**config.mk**
```make
export PLATFORM = sky130hd
export DESIGN_NAME = endpoint_table_round_robin
export DESIGN_NICKNAME = d
export VERILOG_FILES = /design/src/rtl/etrr_pkg.sv /design/src/rtl/etrr_ram.sv /design/src/rtl/etrr_match.sv /design/src/rtl/endpoint_table_round_robin.sv
export SDC_FILE = /design/constraint.sdc
export NUM_CORES = 1
export LEC_CHECK = 0
export BUFFER_PORTS_ARGS = -buffer_cell sky130_fd_sc_hd__buf_2
export CORE_MARGIN = 2
export CORE_UTILIZATION = 60
export CTS_BUF_LIST = sky130_fd_sc_hd__clkbuf_8
export DETAILED_ROUTE_END_ITERATION = 6
export GPL_TIMING_DRIVEN = 1
export PLACE_DENSITY = 0.78
export SYNTH_ARGS = -nofsm -noshare
export SYNTH_HDL_FRONTEND = slang
export SYNTH_SLANG_ARGS = --single-unit
```
**constraint.sdc**
```tcl
create_clock -name clk -period 9.8 [get_ports clk]
set_input_delay 0.49 -clock clk [delete_from_list [all_inputs] [get_ports clk]]
set_output_delay 0.49 -clock clk [all_outputs]
set_load 0.005 [all_outputs]
```
**src/rtl/etrr_pkg.sv**
```systemverilog
package etrr_pkg;

    // Command codes.
    localparam logic [2:0] CMD_CREATE    = 3'd0;
    localparam logic [2:0] CMD_REMOVE    = 3'd1;
    localparam logic [2:0] CMD_FIND_PORT = 3'd2;
    localparam logic [2:0] CMD_GET_INDEX = 3'd3;
    localparam logic [2:0] CMD_FIND_HEAP = 3'd4;
    localparam logic [2:0] CMD_MARK      = 3'd5;
    localparam logic [2:0] CMD_NEXT      = 3'd6;

    // Status codes.
    localparam logic [2:0] ST_OK         = 3'd0;
    localparam logic [2:0] ST_FULL       = 3'd1;
    localparam logic [2:0] ST_PORT_USED  = 3'd2;
    localparam logic [2:0] ST_NO_PROFILE = 3'd3;
    localparam logic [2:0] ST_NEEDS_INST = 3'd4;
    localparam logic [2:0] ST_NOT_FOUND  = 3'd5;
    localparam logic [2:0] ST_NONE_PEND  = 3'd6;

    // Compare modes of the shared match unit.
    localparam logic [1:0] MODE_PORT = 2'd0;
    localparam logic [1:0] MODE_HEAP = 2'd1;
    localparam logic [1:0] MODE_PEND = 2'd2;
    localparam logic [1:0] MODE_ANY  = 2'd3;

    // One table entry as stored in the entry memory.
    typedef struct packed {
        logic [7:0]  port;
        logic [15:0] profile;
        logic [7:0]  heap;
        logic        is_virtual;
        logic        pending;
    } entry_t;

endpackage

```
**src/rtl/etrr_ram.sv**
```systemverilog
module etrr_ram #(
    parameter int WIDTH = 8,
    parameter int DEPTH = 16
) (
    input  logic                                         clk,
    input  logic                                         wr_en,
    input  logic [((DEPTH > 1) ? $clog2(DEPTH) : 1)-1:0] wr_addr,
    input  logic [WIDTH-1:0]                             wr_data,
    input  logic [((DEPTH > 1) ? $clog2(DEPTH) : 1)-1:0] rd_addr,
    output logic [WIDTH-1:0]                             rd_data
);

    logic [WIDTH-1:0] mem [DEPTH];

    // One write port and one registered read port.
    always_ff @(posedge clk)
    begin
        if (wr_en)
        begin
            mem[wr_addr] <= wr_data;
        end
        rd_data <= mem[rd_addr];
    end

endmodule

```
**src/rtl/etrr_match.sv**
```systemverilog
module etrr_match
    import etrr_pkg::*;
(
    input  logic [1:0] mode,
    input  entry_t     entry,
    input  logic [7:0] key_port,
    input  logic [7:0] key_heap,
    output logic       hit
);

    // Single compare unit shared by every search the sequencer runs.
    always_comb
    begin
        case (mode)
            MODE_PORT: hit = (entry.port == key_port);
            MODE_HEAP: hit = (entry.heap == key_heap);
            MODE_PEND: hit = entry.pending;
            default:   hit = 1'b1;
        endcase
    end

endmodule

```
**src/rtl/endpoint_table_round_robin.sv**
```systemverilog
// Endpoint table with round-robin update scheduling.
//
// Command channel: drive cmd and its operand ports with start high; a beat
// is taken at a rising edge where start is high and busy is low. busy stays
// high while the command runs. The result beat appears on status, the hit_*
// ports, call_native_update and entry_total for exactly one cycle, marked by
// done; the receiver cannot stall, so it must take the beat in that cycle.
// Entries live in one memory with a single registered read port, and every
// search walks that port one entry per cycle through a shared compare unit.
// Commands rejected up front report without a scan; searches (create, find,
// mark, next pending) walk the live entries, get by index reads one entry,
// and remove then shifts the later entries down through the same read port.
// A new command can be taken in the cycle that shows the result beat.
// Reset clears the entry count and the round-robin pointer; the memory is
// not cleared, since only slots below the entry count are ever used.
module endpoint_table_round_robin
    import etrr_pkg::*;
#(
    parameter int MAX_ENDPOINTS = 10
) (
    input  logic        clk,
    input  logic        rst_n,
    input  logic        start,
    output logic        busy,
    input  logic [2:0]  cmd,
    input  logic [7:0]  port,
    input  logic [15:0] profile_key,
    input  logic [7:0]  heap_id,
    input  logic [3:0]  slot,
    input  logic        profile_found,
    input  logic        profile_virtual,
    output logic        done,
    output logic [2:0]  status,
    output logic [3:0]  hit_slot,
    output logic [7:0]  hit_port,
    output logic [15:0] hit_profile,
    output logic [7:0]  hit_heap,
    output logic        hit_virtual,
    output logic        call_native_update,
    output logic [3:0]  entry_total
);

    localparam int IW   = (MAX_ENDPOINTS > 1) ? $clog2(MAX_ENDPOINTS) : 1;
    localparam int CW   = $clog2(MAX_ENDPOINTS + 1);
    localparam int CMPW = (CW > 4) ? CW : 4;

    localparam logic [1:0] S_IDLE  = 2'd0;
    localparam logic [1:0] S_SCAN  = 2'd1;
    localparam logic [1:0] S_SHIFT = 2'd2;

    logic [1:0]    state_reg, state_next;
    logic [2:0]    cmd_q_reg, cmd_q_next;
    logic [7:0]    port_q_reg, port_q_next;
    logic [15:0]   prof_q_reg, prof_q_next;
    logic [7:0]    heap_q_reg, heap_q_next;
    logic          found_q_reg, found_q_next;
    logic          virt_q_reg, virt_q_next;
    logic [1:0]    mode_reg, mode_next;
    logic [IW-1:0] scan_idx_reg, scan_idx_next;
    logic [CW-1:0] scan_left_reg, scan_left_next;
    logic          chk_valid_reg, chk_valid_next;
    logic [IW-1:0] chk_idx_reg, chk_idx_next;
    logic [CW-1:0] used_count_reg, used_count_next;
    logic [IW-1:0] last_served_reg, last_served_next;
    logic          done_reg, done_next;
    logic [2:0]    status_reg, status_next;
    logic [3:0]    hit_slot_reg, hit_slot_next;
    logic [7:0]    hit_port_reg, hit_port_next;
    logic [15:0]   hit_profile_reg, hit_profile_next;
    logic [7:0]    hit_heap_reg, hit_heap_next;
    logic          hit_virtual_reg, hit_virtual_next;
    logic          call_native_reg, call_native_next;

    logic          wr_en;
    logic [IW-1:0] wr_addr;
    entry_t        wr_entry;
    logic [$bits(entry_t)-1:0] rd_raw;
    entry_t        rd_entry;
    logic          match;
    logic [IW-1:0] idx_inc;
    logic [IW-1:0] last_clamp;
    logic [IW-1:0] rr_start;

    // Entry memory and the shared compare unit.
    etrr_ram #(
        .WIDTH ($bits(entry_t)),
        .DEPTH (MAX_ENDPOINTS)
    ) u_ram (
        .clk     (clk),
        .wr_en   (wr_en),
        .wr_addr (wr_addr),
        .wr_data (wr_entry),
        .rd_addr (scan_idx_reg),
        .rd_data (rd_raw)
    );

    assign rd_entry = entry_t'(rd_raw);

    etrr_match u_match (
        .mode     (mode_reg),
        .entry    (rd_entry),
        .key_port (port_q_reg),
        .key_heap (heap_q_reg),
        .hit      (match)
    );

    // Read address steps through the table, wrapping at the entry count.
    assign idx_inc = ((CW'(scan_idx_reg) + CW'(1)) == used_count_reg) ?
                     '0 : scan_idx_reg + IW'(1);

    // A stale round-robin pointer is pulled back to the last live slot.
    assign last_clamp = (CMPW'(last_served_reg) >= CMPW'(used_count_reg)) ?
                        IW'(used_count_reg - CW'(1)) : last_served_reg;
    assign rr_start   = ((CW'(last_clamp) + CW'(1)) == used_count_reg) ?
                        '0 : last_clamp + IW'(1);

    // Sequencer.
    always_comb
    begin
        state_next       = state_reg;
        cmd_q_next       = cmd_q_reg;
        port_q_next      = port_q_reg;
        prof_q_next      = prof_q_reg;
        heap_q_next      = heap_q_reg;
        found_q_next     = found_q_reg;
        virt_q_next      = virt_q_reg;
        mode_next        = mode_reg;
        scan_idx_next    = scan_idx_reg;
        scan_left_next   = scan_left_reg;
        chk_valid_next   = 1'b0;
        chk_idx_next     = chk_idx_reg;
        used_count_next  = used_count_reg;
        last_served_next = last_served_reg;
        done_next        = 1'b0;
        status_next      = status_reg;
        hit_slot_next    = hit_slot_reg;
        hit_port_next    = hit_port_reg;
        hit_profile_next = hit_profile_reg;
        hit_heap_next    = hit_heap_reg;
        hit_virtual_next = hit_virtual_reg;
        call_native_next = 1'b0;
        wr_en            = 1'b0;
        wr_addr          = chk_idx_reg;
        wr_entry         = rd_entry;

        unique case (state_reg)
            S_IDLE:
            begin
                if (start)
                begin
                    cmd_q_next       = cmd;
                    port_q_next      = port;
                    prof_q_next      = profile_key;
                    heap_q_next      = heap_id;
                    found_q_next     = profile_found;
                    virt_q_next      = profile_virtual;
                    scan_idx_next    = '0;
                    scan_left_next   = used_count_reg;
                    mode_next        = MODE_PORT;
                    state_next       = S_SCAN;
                    hit_slot_next    = '0;
                    hit_port_next    = '0;
                    hit_profile_next = '0;
                    hit_heap_next    = '0;
                    hit_virtual_next = 1'b0;
                    status_next      = ST_OK;
                    unique case (cmd)
                        CMD_CREATE:
                        begin
                            if (used_count_reg == CW'(MAX_ENDPOINTS))
                            begin
                                status_next = ST_FULL;
                                done_next   = 1'b1;
                                state_next  = S_IDLE;
                            end
                        end
                        CMD_REMOVE, CMD_FIND_PORT, CMD_MARK:
                        begin
                            mode_next = MODE_PORT;
                        end
                        CMD_GET_INDEX:
                        begin
                            if (CMPW'(slot) >= CMPW'(used_count_reg))
                            begin
                                status_next = ST_NOT_FOUND;
                                done_next   = 1'b1;
                                state_next  = S_IDLE;
                            end
                            else
                            begin
                                mode_next      = MODE_ANY;
                                scan_idx_next  = IW'(slot);
                                scan_left_next = CW'(1);
                            end
                        end
                        CMD_FIND_HEAP:
                        begin
                            mode_next = MODE_HEAP;
                        end
                        CMD_NEXT:
                        begin
                            if (used_count_reg == '0)
                            begin
                                status_next = ST_NONE_PEND;
                                done_next   = 1'b1;
                                state_next  = S_IDLE;
                            end
                            else
                            begin
                                mode_next        = MODE_PEND;
                                last_served_next = last_clamp;
                                scan_idx_next    = rr_start;
                            end
                        end
                        default:
                        begin
                            status_next = ST_NOT_FOUND;
                            done_next   = 1'b1;
                            state_next  = S_IDLE;
                        end
                    endcase
                end
            end

            S_SCAN:
            begin
                // Issue the next read while the previous one is compared.
                if (scan_left_reg != '0)
                begin
                    chk_valid_next = 1'b1;
                    chk_idx_next   = scan_idx_reg;
                    scan_idx_next  = idx_inc;
                    scan_left_next = scan_left_reg - CW'(1);
                end

                if (chk_valid_reg && match)
                begin
                    state_next       = S_IDLE;
                    done_next        = 1'b1;
                    status_next      = ST_OK;
                    hit_slot_next    = 4'(chk_idx_reg);
                    hit_port_next    = rd_entry.port;
                    hit_profile_next = rd_entry.profile;
                    hit_heap_next    = rd_entry.heap;
                    hit_virtual_next = rd_entry.is_virtual;
                    unique case (cmd_q_reg)
                        CMD_CREATE:
                        begin
                            status_next      = ST_PORT_USED;
                            hit_slot_next    = '0;
                            hit_port_next    = '0;
                            hit_profile_next = '0;
                            hit_heap_next    = '0;
                            hit_virtual_next = 1'b0;
                        end
                        CMD_REMOVE:
                        begin
                            // Shift the later entries down before reporting.
                            done_next      = 1'b0;
                            state_next     = S_SHIFT;
                            chk_valid_next = 1'b0;
                            scan_idx_next  = chk_idx_reg + IW'(1);
                            scan_left_next = used_count_reg - CW'(chk_idx_reg) - CW'(1);
                        end
                        CMD_MARK:
                        begin
                            if (rd_entry.is_virtual)
                            begin
                                wr_en            = 1'b1;
                                wr_entry.pending = 1'b1;
                            end
                            else
                            begin
                                call_native_next = 1'b1;
                            end
                        end
                        CMD_NEXT:
                        begin
                            wr_en            = 1'b1;
                            wr_entry.pending = 1'b0;
                            last_served_next = chk_idx_reg;
                        end
                        default:
                        begin
                        end
                    endcase
                end
                else if (scan_left_reg == '0)
                begin
                    state_next = S_IDLE;
                    done_next  = 1'b1;
                    unique case (cmd_q_reg)
                        CMD_CREATE:
                        begin
                            if (!found_q_reg)
                            begin
                                status_next = ST_NO_PROFILE;
                            end
                            else if (virt_q_reg && (heap_q_reg == '0))
                            begin
                                status_next = ST_NEEDS_INST;
                            end
                            else
                            begin
                                // Append the new entry after the last live slot.
                                wr_en               = 1'b1;
                                wr_addr             = IW'(used_count_reg);
                                wr_entry.port       = port_q_reg;
                                wr_entry.profile    = prof_q_reg;
                                wr_entry.heap       = heap_q_reg;
                                wr_entry.is_virtual = virt_q_reg;
                                wr_entry.pending    = virt_q_reg;
                                status_next         = ST_OK;
                                hit_slot_next       = 4'(used_count_reg);
                                hit_port_next       = port_q_reg;
                                hit_profile_next    = prof_q_reg;
                                hit_heap_next       = heap_q_reg;
                                hit_virtual_next    = virt_q_reg;
                                call_native_next    = !virt_q_reg;
                                used_count_next     = used_count_reg + CW'(1);
                            end
                        end
                        CMD_NEXT:
                        begin
                            status_next = ST_NONE_PEND;
                        end
                        default:
                        begin
                            status_next = ST_NOT_FOUND;
                        end
                    endcase
                end
            end

            S_SHIFT:
            begin
                if (scan_left_reg != '0)
                begin
                    chk_valid_next = 1'b1;
                    chk_idx_next   = scan_idx_reg;
                    scan_idx_next  = idx_inc;
                    scan_left_next = scan_left_reg - CW'(1);
                end

                // Each entry read is written back one slot lower.
                if (chk_valid_reg)
                begin
                    wr_en   = 1'b1;
                    wr_addr = chk_idx_reg - IW'(1);
                end
                else if (scan_left_reg == '0)
                begin
                    used_count_next = used_count_reg - CW'(1);
                    done_next       = 1'b1;
                    state_next      = S_IDLE;
                end
            end

            default:
            begin
                state_next = S_IDLE;
            end
        endcase
    end

    // Control state.
    always_ff @(posedge clk or negedge rst_n)
    begin
        if (!rst_n)
        begin
            state_reg       <= S_IDLE;
            chk_valid_reg   <= 1'b0;
            used_count_reg  <= '0;
            last_served_reg <= '0;
            done_reg        <= 1'b0;
        end
        else
        begin
            state_reg       <= state_next;
            chk_valid_reg   <= chk_valid_next;
            used_count_reg  <= used_count_next;
            last_served_reg <= last_served_next;
            done_reg        <= done_next;
        end
    end

    // Operands, scan pointers and result beat.
    always_ff @(posedge clk)
    begin
        cmd_q_reg       <= cmd_q_next;
        port_q_reg      <= port_q_next;
        prof_q_reg      <= prof_q_next;
        heap_q_reg      <= heap_q_next;
        found_q_reg     <= found_q_next;
        virt_q_reg      <= virt_q_next;
        mode_reg        <= mode_next;
        scan_idx_reg    <= scan_idx_next;
        scan_left_reg   <= scan_left_next;
        chk_idx_reg     <= chk_idx_next;
        status_reg      <= status_next;
        hit_slot_reg    <= hit_slot_next;
        hit_port_reg    <= hit_port_next;
        hit_profile_reg <= hit_profile_next;
        hit_heap_reg    <= hit_heap_next;
        hit_virtual_reg <= hit_virtual_next;
        call_native_reg <= call_native_next;
    end

    assign busy               = (state_reg != S_IDLE);
    assign done               = done_reg;
    assign status             = status_reg;
    assign hit_slot           = hit_slot_reg;
    assign hit_port           = hit_port_reg;
    assign hit_profile        = hit_profile_reg;
    assign hit_heap           = hit_heap_reg;
    assign hit_virtual        = hit_virtual_reg;
    assign call_native_update = call_native_reg;
    assign entry_total        = 4'(used_count_reg);

`ifndef SYNTHESIS
    // The entry count never exceeds the table size.
    assert property (@(posedge clk) disable iff (!rst_n)
        CMPW'(used_count_reg) <= CMPW'(MAX_ENDPOINTS))
        else $error("entry count above table size");

    // A result beat is only shown once the sequencer is back in idle.
    assert property (@(posedge clk) disable iff (!rst_n)
        done_reg |-> (state_reg == S_IDLE))
        else $error("result beat while busy");

    // Memory writes stay inside the live part of the table or its next slot.
    assert property (@(posedge clk) disable iff (!rst_n)
        wr_en |-> (CMPW'(wr_addr) <= CMPW'(used_count_reg))
                  && (CMPW'(wr_addr) < CMPW'(MAX_ENDPOINTS)))
        else $error("memory write out of range");

    // Create on a full table reports full in the next cycle.
    assert property (@(posedge clk) disable iff (!rst_n)
        (start && !busy && (cmd == CMD_CREATE)
         && (used_count_reg == CW'(MAX_ENDPOINTS)))
        |=> (done_reg && (status_reg == ST_FULL)))
        else $error("full create not rejected");

    // A native update request only comes with a successful result.
    assert property (@(posedge clk) disable iff (!rst_n)
        call_native_reg |-> (done_reg && (status_reg == ST_OK)))
        else $error("native update without ok result");
`endif

endmodule

```
==> metrics.log, run 1 <==
INFO  metric tritoncts = yes
INFO  metric cts_buffer_depth = 3
INFO  metric total_leakage_power = 7.47 nW
INFO  metric synth_edf_count = 431
INFO  metric fp-row-count = 66
INFO  metric cts-root-buf = clkbuf_8
INFO  metric routabilityCongestion = 0.891
INFO  metric top_register_by_number_of_flip_flops = u_ram.mem
INFO  metric fmaxAchievable = 216 MHz
INFO  metric largest_reg_flops = 340
INFO  metric timing_hold_violations_final = 0
INFO  metric cap_viol_max_count = 0
INFO  metric synth.cell_area = 19700 um2
INFO  metric ios = 91
INFO  metric drive_above_1_share = 24.2%
INFO  metric clk_pin_slew = 70 ps
INFO  metric design.die.area = 34300 um2
INFO  metric ys_dominant_reg_cell = edfxtp_1
INFO  metric drt_pre_antenna_iters = 5
INFO  metric rsz0062_at_grt = false
INFO  metric area_of_combinational_cells_with_multiple_inputs = 5530 um2
INFO  metric clock_sink_count = 478
INFO  metric viasPerCell = 6.18
INFO  metric crit_type = reg -> reg
INFO  metric worstSetupEndpointType = register
INFO  metric r2r.worst_path.cells = 14
INFO  metric async_flop_share = 2.51%
INFO  metric area_growth_syn_to_layout = 11.8%
INFO  metric synth.ff_latch_count = 478
INFO  metric totalNegativeSetupSlack = 0 ps
INFO  metric setup_bufs_post_cts = 0
INFO  metric timing.critical_path.mode_cell = o21ai_0
INFO  metric post-route-period-util = 47.2%
INFO  metric grt_pass1_wl = 62700 um
INFO  metric synth.yosys.seq_area_share = 70.7%
INFO  metric synthesis.instances = 1163
INFO  metric fp.dieH = 185 um
INFO  metric timing.critical_path.depth = 14
INFO  metric cp-start-kind = register
INFO  metric power.density_cell_area = 279 nW/um2
INFO  metric worstHoldPathType = in -> reg
INFO  metric antenna_left = 0
INFO  metric nNetsFinal = 1358
INFO  metric grt_start_max_net_pins = 109
INFO  metric clock_buffer_count_from_cts = 76
INFO  metric detailedRoute.firstIterationViolations = 1047
INFO  metric routedWlPerCell = 23.0 um
INFO  metric critical_path.top_delay_family = compound AO/OA/AOI/OAI gates
INFO  metric initial_antenna_violation_count = 1
INFO  metric grt_overflow = 0
INFO  metric timing.critical_path.required = 10140 ps
INFO  metric filler_instances = 2148
INFO  metric port_buffer_cells = 90
INFO  metric fp.coreArea = 32500 um2
INFO  metric worst_pin_slew = 1220 ps
INFO  metric detail_route.wirelength = 41100 um
INFO  metric report.final.slew_viol_count = 0
INFO  metric cp_slowest_cell = a2111oi_1
INFO  metric finalSetupViolCount = 0
INFO  metric biggestRegsByFlops = u_ram.mem (340), u_ram.rd_data (34)
INFO  metric synth_area_per_cell = 17.0 um2
INFO  metric final.setup_skew = 33.9 ps
INFO  metric place.detailed.hpwl = 22500 um
INFO  metric timing.hold.worst_path_depth = 1
INFO  metric crit_arrival = 4970 ps
INFO  metric synth_fp_nets = 1232
INFO  metric die-width = 185 um
INFO  metric clk_latency = 610 ps
INFO  metric outcome = completed
INFO  metric critical-path-max-stage-delay = 710 ps
INFO  metric slew_headroom = 18.3%
INFO  metric floorplan.initialDensity = 60.8%
INFO  metric cp_max_fo = 11
INFO  metric cp_cell_sequence = inv_1 -> ha_1 -> a2111oi_1 -> nor2_1 -> o21ai_0 -> inv_1 -> ha_1 -> xnor2_1 -> xnor2_1 -> o211a_1 -> o21ai_0 -> o31a_1 -> a222oi_1 -> o21ai_0
INFO  metric post-route-min-period = 4630 ps
INFO  metric synth.yosys.warnings = 0
INFO  metric number_of_global_route_vias_before_repair = 11100
INFO  metric placed_cells_incl_taps = 1652
INFO  metric vias = 11100
INFO  metric layout.area.seq = 13900 um2
INFO  metric worst-path-buf-inv = 2
INFO  metric netlist-cell-type-count = 75
INFO  metric cts.htree.levels = 3
INFO  metric track_usage = 24.6%
INFO  metric drcViolationCount = 0
INFO  metric stdcell_count = 1788
INFO  metric vdd_drop_max = 0.221 mV
repair_timing:
action	CTS	global route
hold buffers	1	0
gates resized for setup	0	0
hold endpoints to repair	12	0
through the flow:
| step | power [mW] | worst slack [ps] | util, % | cell area (um2) | hold slack [ps] |
|---|---|---|---|---|---|
| 6_report | 6.14 | 5170 | 67.9 | 22000 | 54.4 |
| 5_1_grt | 6.45 | 4720 | 67.9 | 22000 | 31.4 |
| 4_1_cts | 6.17 | 5190 | 67.9 | 22000 | 23.3 |
| 3_5_place_dp | 4.70 | 5220 | 63.9 | 20700 | 413 |
| 3_3_place_gp | 4.65 | 5230 | 63.9 | 20700 | 408 |
| 2_1_floorplan | 4.15 | 4470 | - | 19700 | 194 |
metal layers:
metal / up-vias / share of wire [%] / global-route usage [%]
met5: - / 0 / 0
met4: 0 / 2.6 / 9.05
met3: 90 / 7.4 / 4.94
met2: 453 / 48 / 39.1
met1: 5606 / 42 / 34.0
li1: 4906 / - / -
cells in the final DEF, fill, tap and decap left out, types with 9 or more instances in the layout:
| master | count |
|---|---|
| a211oi_1 | 35 |
| a21oi_1 | 57 |
| a22o_1 | 35 |
| buf_2 | 90 |
| buf_4 | 20 |
| clkbuf_8 | 77 |
| clkinv_1 | 9 |
| dfrtp_1 | 12 |
| dfxtp_1 | 35 |
| edfxtp_1 | 431 |
| ha_1 | 24 |
| inv_1 | 59 |
| mux2_2 | 35 |
| mux2i_1 | 36 |
| mux4_2 | 68 |
| nand2_1 | 42 |
| nand3_1 | 15 |
| nor2_1 | 23 |
| nor2b_1 | 40 |
| nor3_1 | 10 |
| o21ai_0 | 20 |
| xnor2_1 | 34 |
| xor2_1 | 11 |
worst register-to-register path, delay by kind of cell, from the launching register on:
family / cells / cell delay [ps]
AO/OA/AOI/OAI: 7 / 2080
XOR/XNOR: 2 / 330
adder cells (fa/ha/maj): 2 / 620
buffers and inverters: 2 / 370
AND/OR/NAND/NOR: 1 / 300
flip-flops: 1 / 660
worst paths after layout:
kind / from / end / slack, ps
setup / recovery: entry_total[1] / scan_idx_reg[0] / 5170
hold / removal: profile_key[6] / prof_q_reg[6] / 50
setup reg to reg: entry_total[1] / scan_idx_reg[0] / 5170
hold reg to reg: u_ram.mem[8][6] / u_ram.rd_data[6] / 540
max in group asynchronous: rst_n / last_served_reg[0] / 9240
min in group asynchronous: rst_n / state_reg[0] / 310
cells by family (layout without fill, tap and decap cells):
family / after synthesis / in the layout / share of synthesized area, %
flip-flops: 478 / 478 / 70.7
AO/OA/AOI/OAI: 205 / 205 / 7.32
AND/OR/NAND/NOR: 185 / 185 / 5.13
multiplexers: 139 / 139 / 11.6
buffers and inverters: 86 / 268 / 1.64
XOR/XNOR: 45 / 45 / 2.00
adder cells (fa/ha/maj): 25 / 25 / 1.62
other: 0 / 1 / 0
power breakdown:
part	total (mW)	internal, mW	switching, mW
Combinational	1.77	0.709	1.06
Clock	1.47	0.731	0.740
Sequential	2.90	2.74	0.161
Total	6.14	4.18	1.96
synthesized netlist by cell type, types with 3 or more instances:
library cell,number,share of area (%)
a31oi_1,3,0.095
mux4_2,68,7.8
nor4_1,5,0.16
o221ai_1,5,0.22
o22ai_1,5,0.16
a211oi_1,35,1.3
nand2_1,42,0.80
a21o_1,4,0.15
nor2_1,30,0.57
xor2_1,11,0.49
nand4_1,4,0.13
o311a_1,3,0.15
edfxtp_1,431,66
o21ai_0,20,0.51
nand3b_1,5,0.19
mux2_2,35,2.0
buf_1,12,0.23
o2bb2ai_1,3,0.13
nor2b_1,40,1.3
a21oi_1,57,1.4
ha_1,24,1.5
dfxtp_1,35,3.6
a22o_1,35,1.6
and2_1,4,0.13
clkbuf_1,51,0.97
xnor2_1,34,1.5
dfrtp_1,12,1.5
o32ai_1,3,0.13
a22oi_1,3,0.11
nor3_1,15,0.38
or2_2,3,0.095
nand3_1,15,0.38
mux2i_1,36,1.8
nand2b_1,6,0.19
o211ai_1,3,0.11
inv_1,21,0.40
final cells by class:
class                   count  area share [%]
multi-input cells         599            25.1
diodes                      1          0.0114
well taps                 442            2.51
clock buffers              77            4.81
flip-flops and latches    478            63.2
clock inverters            57            1.10
inverters                  22           0.375
repair buffers            112            2.86
(Power assumes the default switching activity.)
==> run 2, diff against run 1 <==
--- a/config.mk
+++ b/config.mk
@@ -5,6 +5,7 @@
 export SDC_FILE = /design/constraint.sdc
 export NUM_CORES = 1
 export LEC_CHECK = 0
+export ABC_AREA = 1
 export BUFFER_PORTS_ARGS = -buffer_cell sky130_fd_sc_hd__buf_2
 export CORE_MARGIN = 2
 export CORE_UTILIZATION = 60
==> constraint.sdc (replaced) <==
create_clock -name clk -period 4.65 [get_ports clk]
set_input_delay 0.2325 -clock clk [delete_from_list [all_inputs] [get_ports clk]]
set_output_delay 0.2325 -clock clk [all_outputs]
set_load 0.005 [all_outputs]
==> run 2 against run 1 <==
Effect of this change: sequential power grew 110%; register-to-register slack lost 4200 ps; worst hold slack worse by 25 ps; sequential cell count is the same; utilization rose by 1.9 points; die area grew 1.6%; combinational power rose to 2.7 times the previous value; setup slack lost 4200 ps; global-route usage is 2.8 points higher; sequential share of layout area decreased by 2.1 points.
==> metrics.log, run 2 <==
INFO  metric outcome = completed (unchanged)
INFO  metric synth.most_common_cell = edfxtp_1 (unchanged)
INFO  metric finalSetupViolCount = 0 (unchanged)
INFO  metric cp_slowest_cell = ha_1 (was a2111oi_1)
INFO  metric globalRouteMet2Util = 45.1% (was 39.1%)
INFO  metric cts.htree.levels = 3 (unchanged)
INFO  metric worst-path-buf-inv = 4 (was 2)
INFO  metric viasPerCell = 5.96 (was 6.18)
INFO  metric place.detailed.hpwl = 27400 um (was 22500 um)
INFO  metric synth.yosys.warnings = 0 (unchanged)
INFO  metric routabilityCongestion = 0.944 (was 0.891)
INFO  metric netlist-cell-type-count = 55 (was 75)
INFO  metric layout.area.seq = 13900 um2 (unchanged)
INFO  metric clk_latency = 630 ps (was 610 ps)
INFO  metric floorplan.initialDensity = 61.3% (was 60.8%)
INFO  metric drcViolationCount = 0 (unchanged)
INFO  metric track_usage = 27.4% (was 24.6%)
INFO  metric crit_arrival = 4030 ps (was 4970 ps)
INFO  metric timing.critical_path.required = 4980 ps (was 10140 ps)
INFO  metric area_of_combinational_cells_with_multiple_inputs = 5310 um2 (was 5530 um2)
INFO  metric placed_cells_incl_taps = 2173 (was 1652)
INFO  metric number_of_global_route_vias_before_repair = 14000 (was 11100)
INFO  metric fmaxAchievable = 271 MHz (was 216 MHz)
INFO  metric cells_resized_by_post_cts_repair = 0 (unchanged)
INFO  metric layout.cell_area.non_filler = 22800 um2 (was 22000 um2)
INFO  metric drt_pre_antenna_iters = 5 (unchanged)
INFO  metric clk_pin_slew = 70 ps (about the same)
INFO  metric report.final.slew_viol_count = 0 (unchanged)
INFO  metric vdd_drop_max = 0.359 mV (was 0.221 mV)
INFO  metric post-route-min-period = 3690 ps (was 4630 ps)
INFO  metric worstHoldPathType = in -> async (was in -> reg)
INFO  metric vias = 14000 (was 11100)
INFO  metric routedWlPerCell = 20.3 um (was 23.0 um)
INFO  metric power.density_cell_area = 624 nW/um2 (was 279 nW/um2)
INFO  metric slew_headroom = 16.1% (was 18.3%)
INFO  metric detail_route.wirelength = 47900 um (was 41100 um)
INFO  metric drive_above_1_share = 14.7% (was 24.2%)
INFO  metric synth.largest_area_cell = edfxtp_1 (unchanged)
INFO  metric timing.critical_path.depth = 11 (was 14)
INFO  metric global_route.usage.met3 = 5.12% (was 4.94%)
INFO  metric critical-path-max-stage-delay = 730 ps (was 710 ps)
INFO  metric fp-row-count = 66 (unchanged)
INFO  metric rsz0062_at_grt = false (unchanged)
INFO  metric postPlaceCellArea = 21000 um2 (was 20700 um2)
INFO  metric nNetsFinal = 1920 (was 1358)
INFO  metric synth.cell_area = 20100 um2 (was 19700 um2)
INFO  metric grt_overflow = 0 (unchanged)
INFO  metric async_flop_share = 2.51% (unchanged)
INFO  metric filler_instances = 2247 (was 2148)
INFO  metric ios = 91 (unchanged)
INFO  metric post-route-period-util = 79.4% (was 47.2%)
INFO  metric fp.dieH = 187 um (was 185 um)
INFO  metric final.setup_skew = 25.4 ps (was 33.9 ps)
INFO  metric worstSetupEndpointType = register (unchanged)
INFO  metric synth.ff_latch_count = 478 (unchanged)
INFO  metric fp.coreArea = 32700 um2 (was 32500 um2)
INFO  metric total_leakage_power = 8.42 nW (was 7.47 nW)
INFO  metric grt_pass1_wl = 74600 um (was 62700 um)
INFO  metric top_register_by_number_of_flip_flops = u_ram.mem (unchanged)
INFO  metric synth_fp_nets = 1775 (was 1232)
INFO  metric synth_area_per_cell = 11.8 um2 (was 17.0 um2)
INFO  metric cap_viol_max_count = 0 (unchanged)
INFO  metric synth_edf_count = 431 (unchanged)
INFO  metric antenna_left = 0 (unchanged)
INFO  metric cp_cell_sequence = inv_1 -> ha_1 -> inv_1 -> nor2_4 -> nand2_1 -> nand3_1 -> inv_1 -> nor2_4 -> nand2_2 -> nor2_4 -> buf_4 (was inv_1 -> ha_1 -> a2111oi_1 -> nor2_1 -> o21ai_0 -> inv_1 -> ha_1 -> xnor2_1 -> xnor2_1 -> o211a_1 -> o21ai_0 -> o31a_1 -> a222oi_1 -> o21ai_0)
INFO  metric timing_hold_violations_final = 0 (unchanged)
INFO  metric holdBufCountCts = 42 (was 1)
INFO  metric cp-start-kind = register (unchanged)
INFO  metric tritoncts = yes (unchanged)
INFO  metric port_buffer_cells = 90 (unchanged)
INFO  metric grt_util_met1 = 36.0% (was 34.0%)
INFO  metric grt_start_max_net_pins = 149 (was 109)
INFO  metric cts-root-buf = clkbuf_8 (unchanged)
INFO  metric totalNegativeSetupSlack = 0 ps (unchanged)
INFO  metric ys_dominant_reg_cell = edfxtp_1 (unchanged)
INFO  metric die-width = 187 um (was 185 um)
INFO  metric synth.top_cell.area_share = 64.5% (was 65.6%)
INFO  metric cp_max_fo = 25 (was 11)
INFO  metric synthesis.instances = 1706 (was 1163)
INFO  metric design.die.area = 34900 um2 (was 34300 um2)
INFO  metric largest_reg_flops = 340 (unchanged)
INFO  metric final_common_cell = edfxtp_1 (unchanged)
INFO  metric grt.busiest_layer = met2 (unchanged)
INFO  metric r2r.worst_path.cells = 11 (was 14)
INFO  metric area_growth_syn_to_layout = 13.8% (was 11.8%)
INFO  metric worst_pin_slew = 1250 ps (was 1220 ps)
INFO  metric cts_buffer_depth = 3 (unchanged)
INFO  metric clock_sink_count = 478 (unchanged)
INFO  metric most_used_cells_in_the_layout_excluding_fill_and_tap_cells = edfxtp_1 (431), o21ai_0 (251), nor2_1 (243) (was edfxtp_1 (431), buf_2 (90), clkbuf_8 (77))
INFO  metric setup_bufs_post_cts = 0 (unchanged)
INFO  metric yosys-top-cells-count = edfxtp_1 (431), nor2_1 (253), o21ai_0 (251), nand2_1 (168), o22ai_1 (124) (was edfxtp_1 (431), mux4_2 (68), a21oi_1 (57), clkbuf_1 (51), nand2_1 (42))
INFO  metric clock_buffer_count_from_cts = 76 (unchanged)
INFO  metric biggestRegsByFlops = u_ram.mem (340), u_ram.rd_data (34) (unchanged)
INFO  metric stdcell_count = 2356 (was 1788)
INFO  metric detailedRoute.firstIterationViolations = 1609 (was 1047)
INFO  metric initial_antenna_violation_count = 0 (was 1)
INFO  metric critical_path.top_delay_family = simple AND/OR/NAND/NOR gates (was compound AO/OA/AOI/OAI gates)
INFO  metric total_power = 14.2 mW (was 6.14 mW)
INFO  metric synth.yosys.seq_area_share = 69.5% (was 70.7%)
INFO  metric crit_type = reg -> reg (unchanged)
INFO  metric synth_top_cells_by_area = edfxtp_1 (65%), o21ai_0 (6.3%), nor2_1 (4.7%) (was edfxtp_1 (66%), mux4_2 (7.8%), dfxtp_1 (3.6%))
run 2: cell types whose count changed after synthesis, moves of 28 or more:
cell	previous run	this run
a22o_1	35	0
o22ai_1	5	124
inv_1	21	108
nor2b_1	40	0
nor2_1	30	253
o21ai_1	1	30
o21ai_0	20	251
a21oi_1	57	21
mux2_2	35	1
xnor2_1	34	6
mux4_2	68	0
mux2i_1	36	0
nand2_1	42	168
a211oi_1	35	3
run 2: layer usage:
layer,share of wire (%),up-vias
li1,-,6431
met1,40,6804
met2,49,688
met4,3.0,0
met5,0,-
met3,8.1,121
run 2: final cells by class:
type	instances	share of cell area [%]
Timing Repair Buffer	161	5.04
Sequential cell	478	61.1
Inverter	121	2.02
Antenna cell	1	0.0110
Multi-Input combinational cell	1013	23.3
Clock inverter	56	1.07
Clock buffer	84	5.07
Tap cell	442	2.42
run 2: cells by family (layout without fill, tap and decap cells):
family	count (synthesis)	after routing	synth area share, %
other	0	1	0
flip-flops	478	478	69.5
XOR/XNOR	17	17	0.743
AO/OA/AOI/OAI	460	460	12.8
adder cells (fa/ha/maj)	25	25	1.60
AND/OR/NAND/NOR	510	510	10.8
multiplexers	1	1	0.0562
buffers and inverters	215	422	4.41
run 2: final timing paths:
path | endpoint | slack [ps] | from
setup / recovery | u_ram.mem[5][15] | 960 | state_reg[1]
hold / removal | last_served_reg[3] | 30 | rst_n
setup reg to reg | u_ram.mem[5][15] | 960 | state_reg[1]
hold reg to reg | u_ram.rd_data[30] | 550 | u_ram.mem[9][30]
max in group asynchronous | done | 4370 | rst_n
min in group clk | state_reg[1] | 100 | start
run 2: stage by stage:
| stage | utilization, % | hold WS [ps] | setup slack [ps] |
|---|---|---|---|
| 2_1_floorplan | - | -63.1 | 932 |
| 3_5_place_dp | 64.2 | 147 | 994 |
| 4_1_cts | 69.8 | 12.6 | 977 |
| 3_3_place_gp | 64.2 | 140 | 1070 |
| 6_report | 69.8 | 29.1 | 957 |
| 5_1_grt | 69.8 | 58.8 | 737 |
run 2: worst register-to-register path, cell delays in order (launching register included):
cell     delay, ps
dfrtp_1        420
inv_1          120
ha_1           730
inv_1          390
nor2_4         200
nand2_1         60
nand3_1        120
inv_1           80
nor2_4         130
nand2_2        150
nor2_4         720
buf_4          300
run 2: where the power goes:
part | leakage, nW | internal [mW] | switching (mW)
clock network | 0.824 | 1.67 | 1.63
logic | 3.22 | 1.40 | 3.37
registers | 4.37 | 5.81 | 0.367
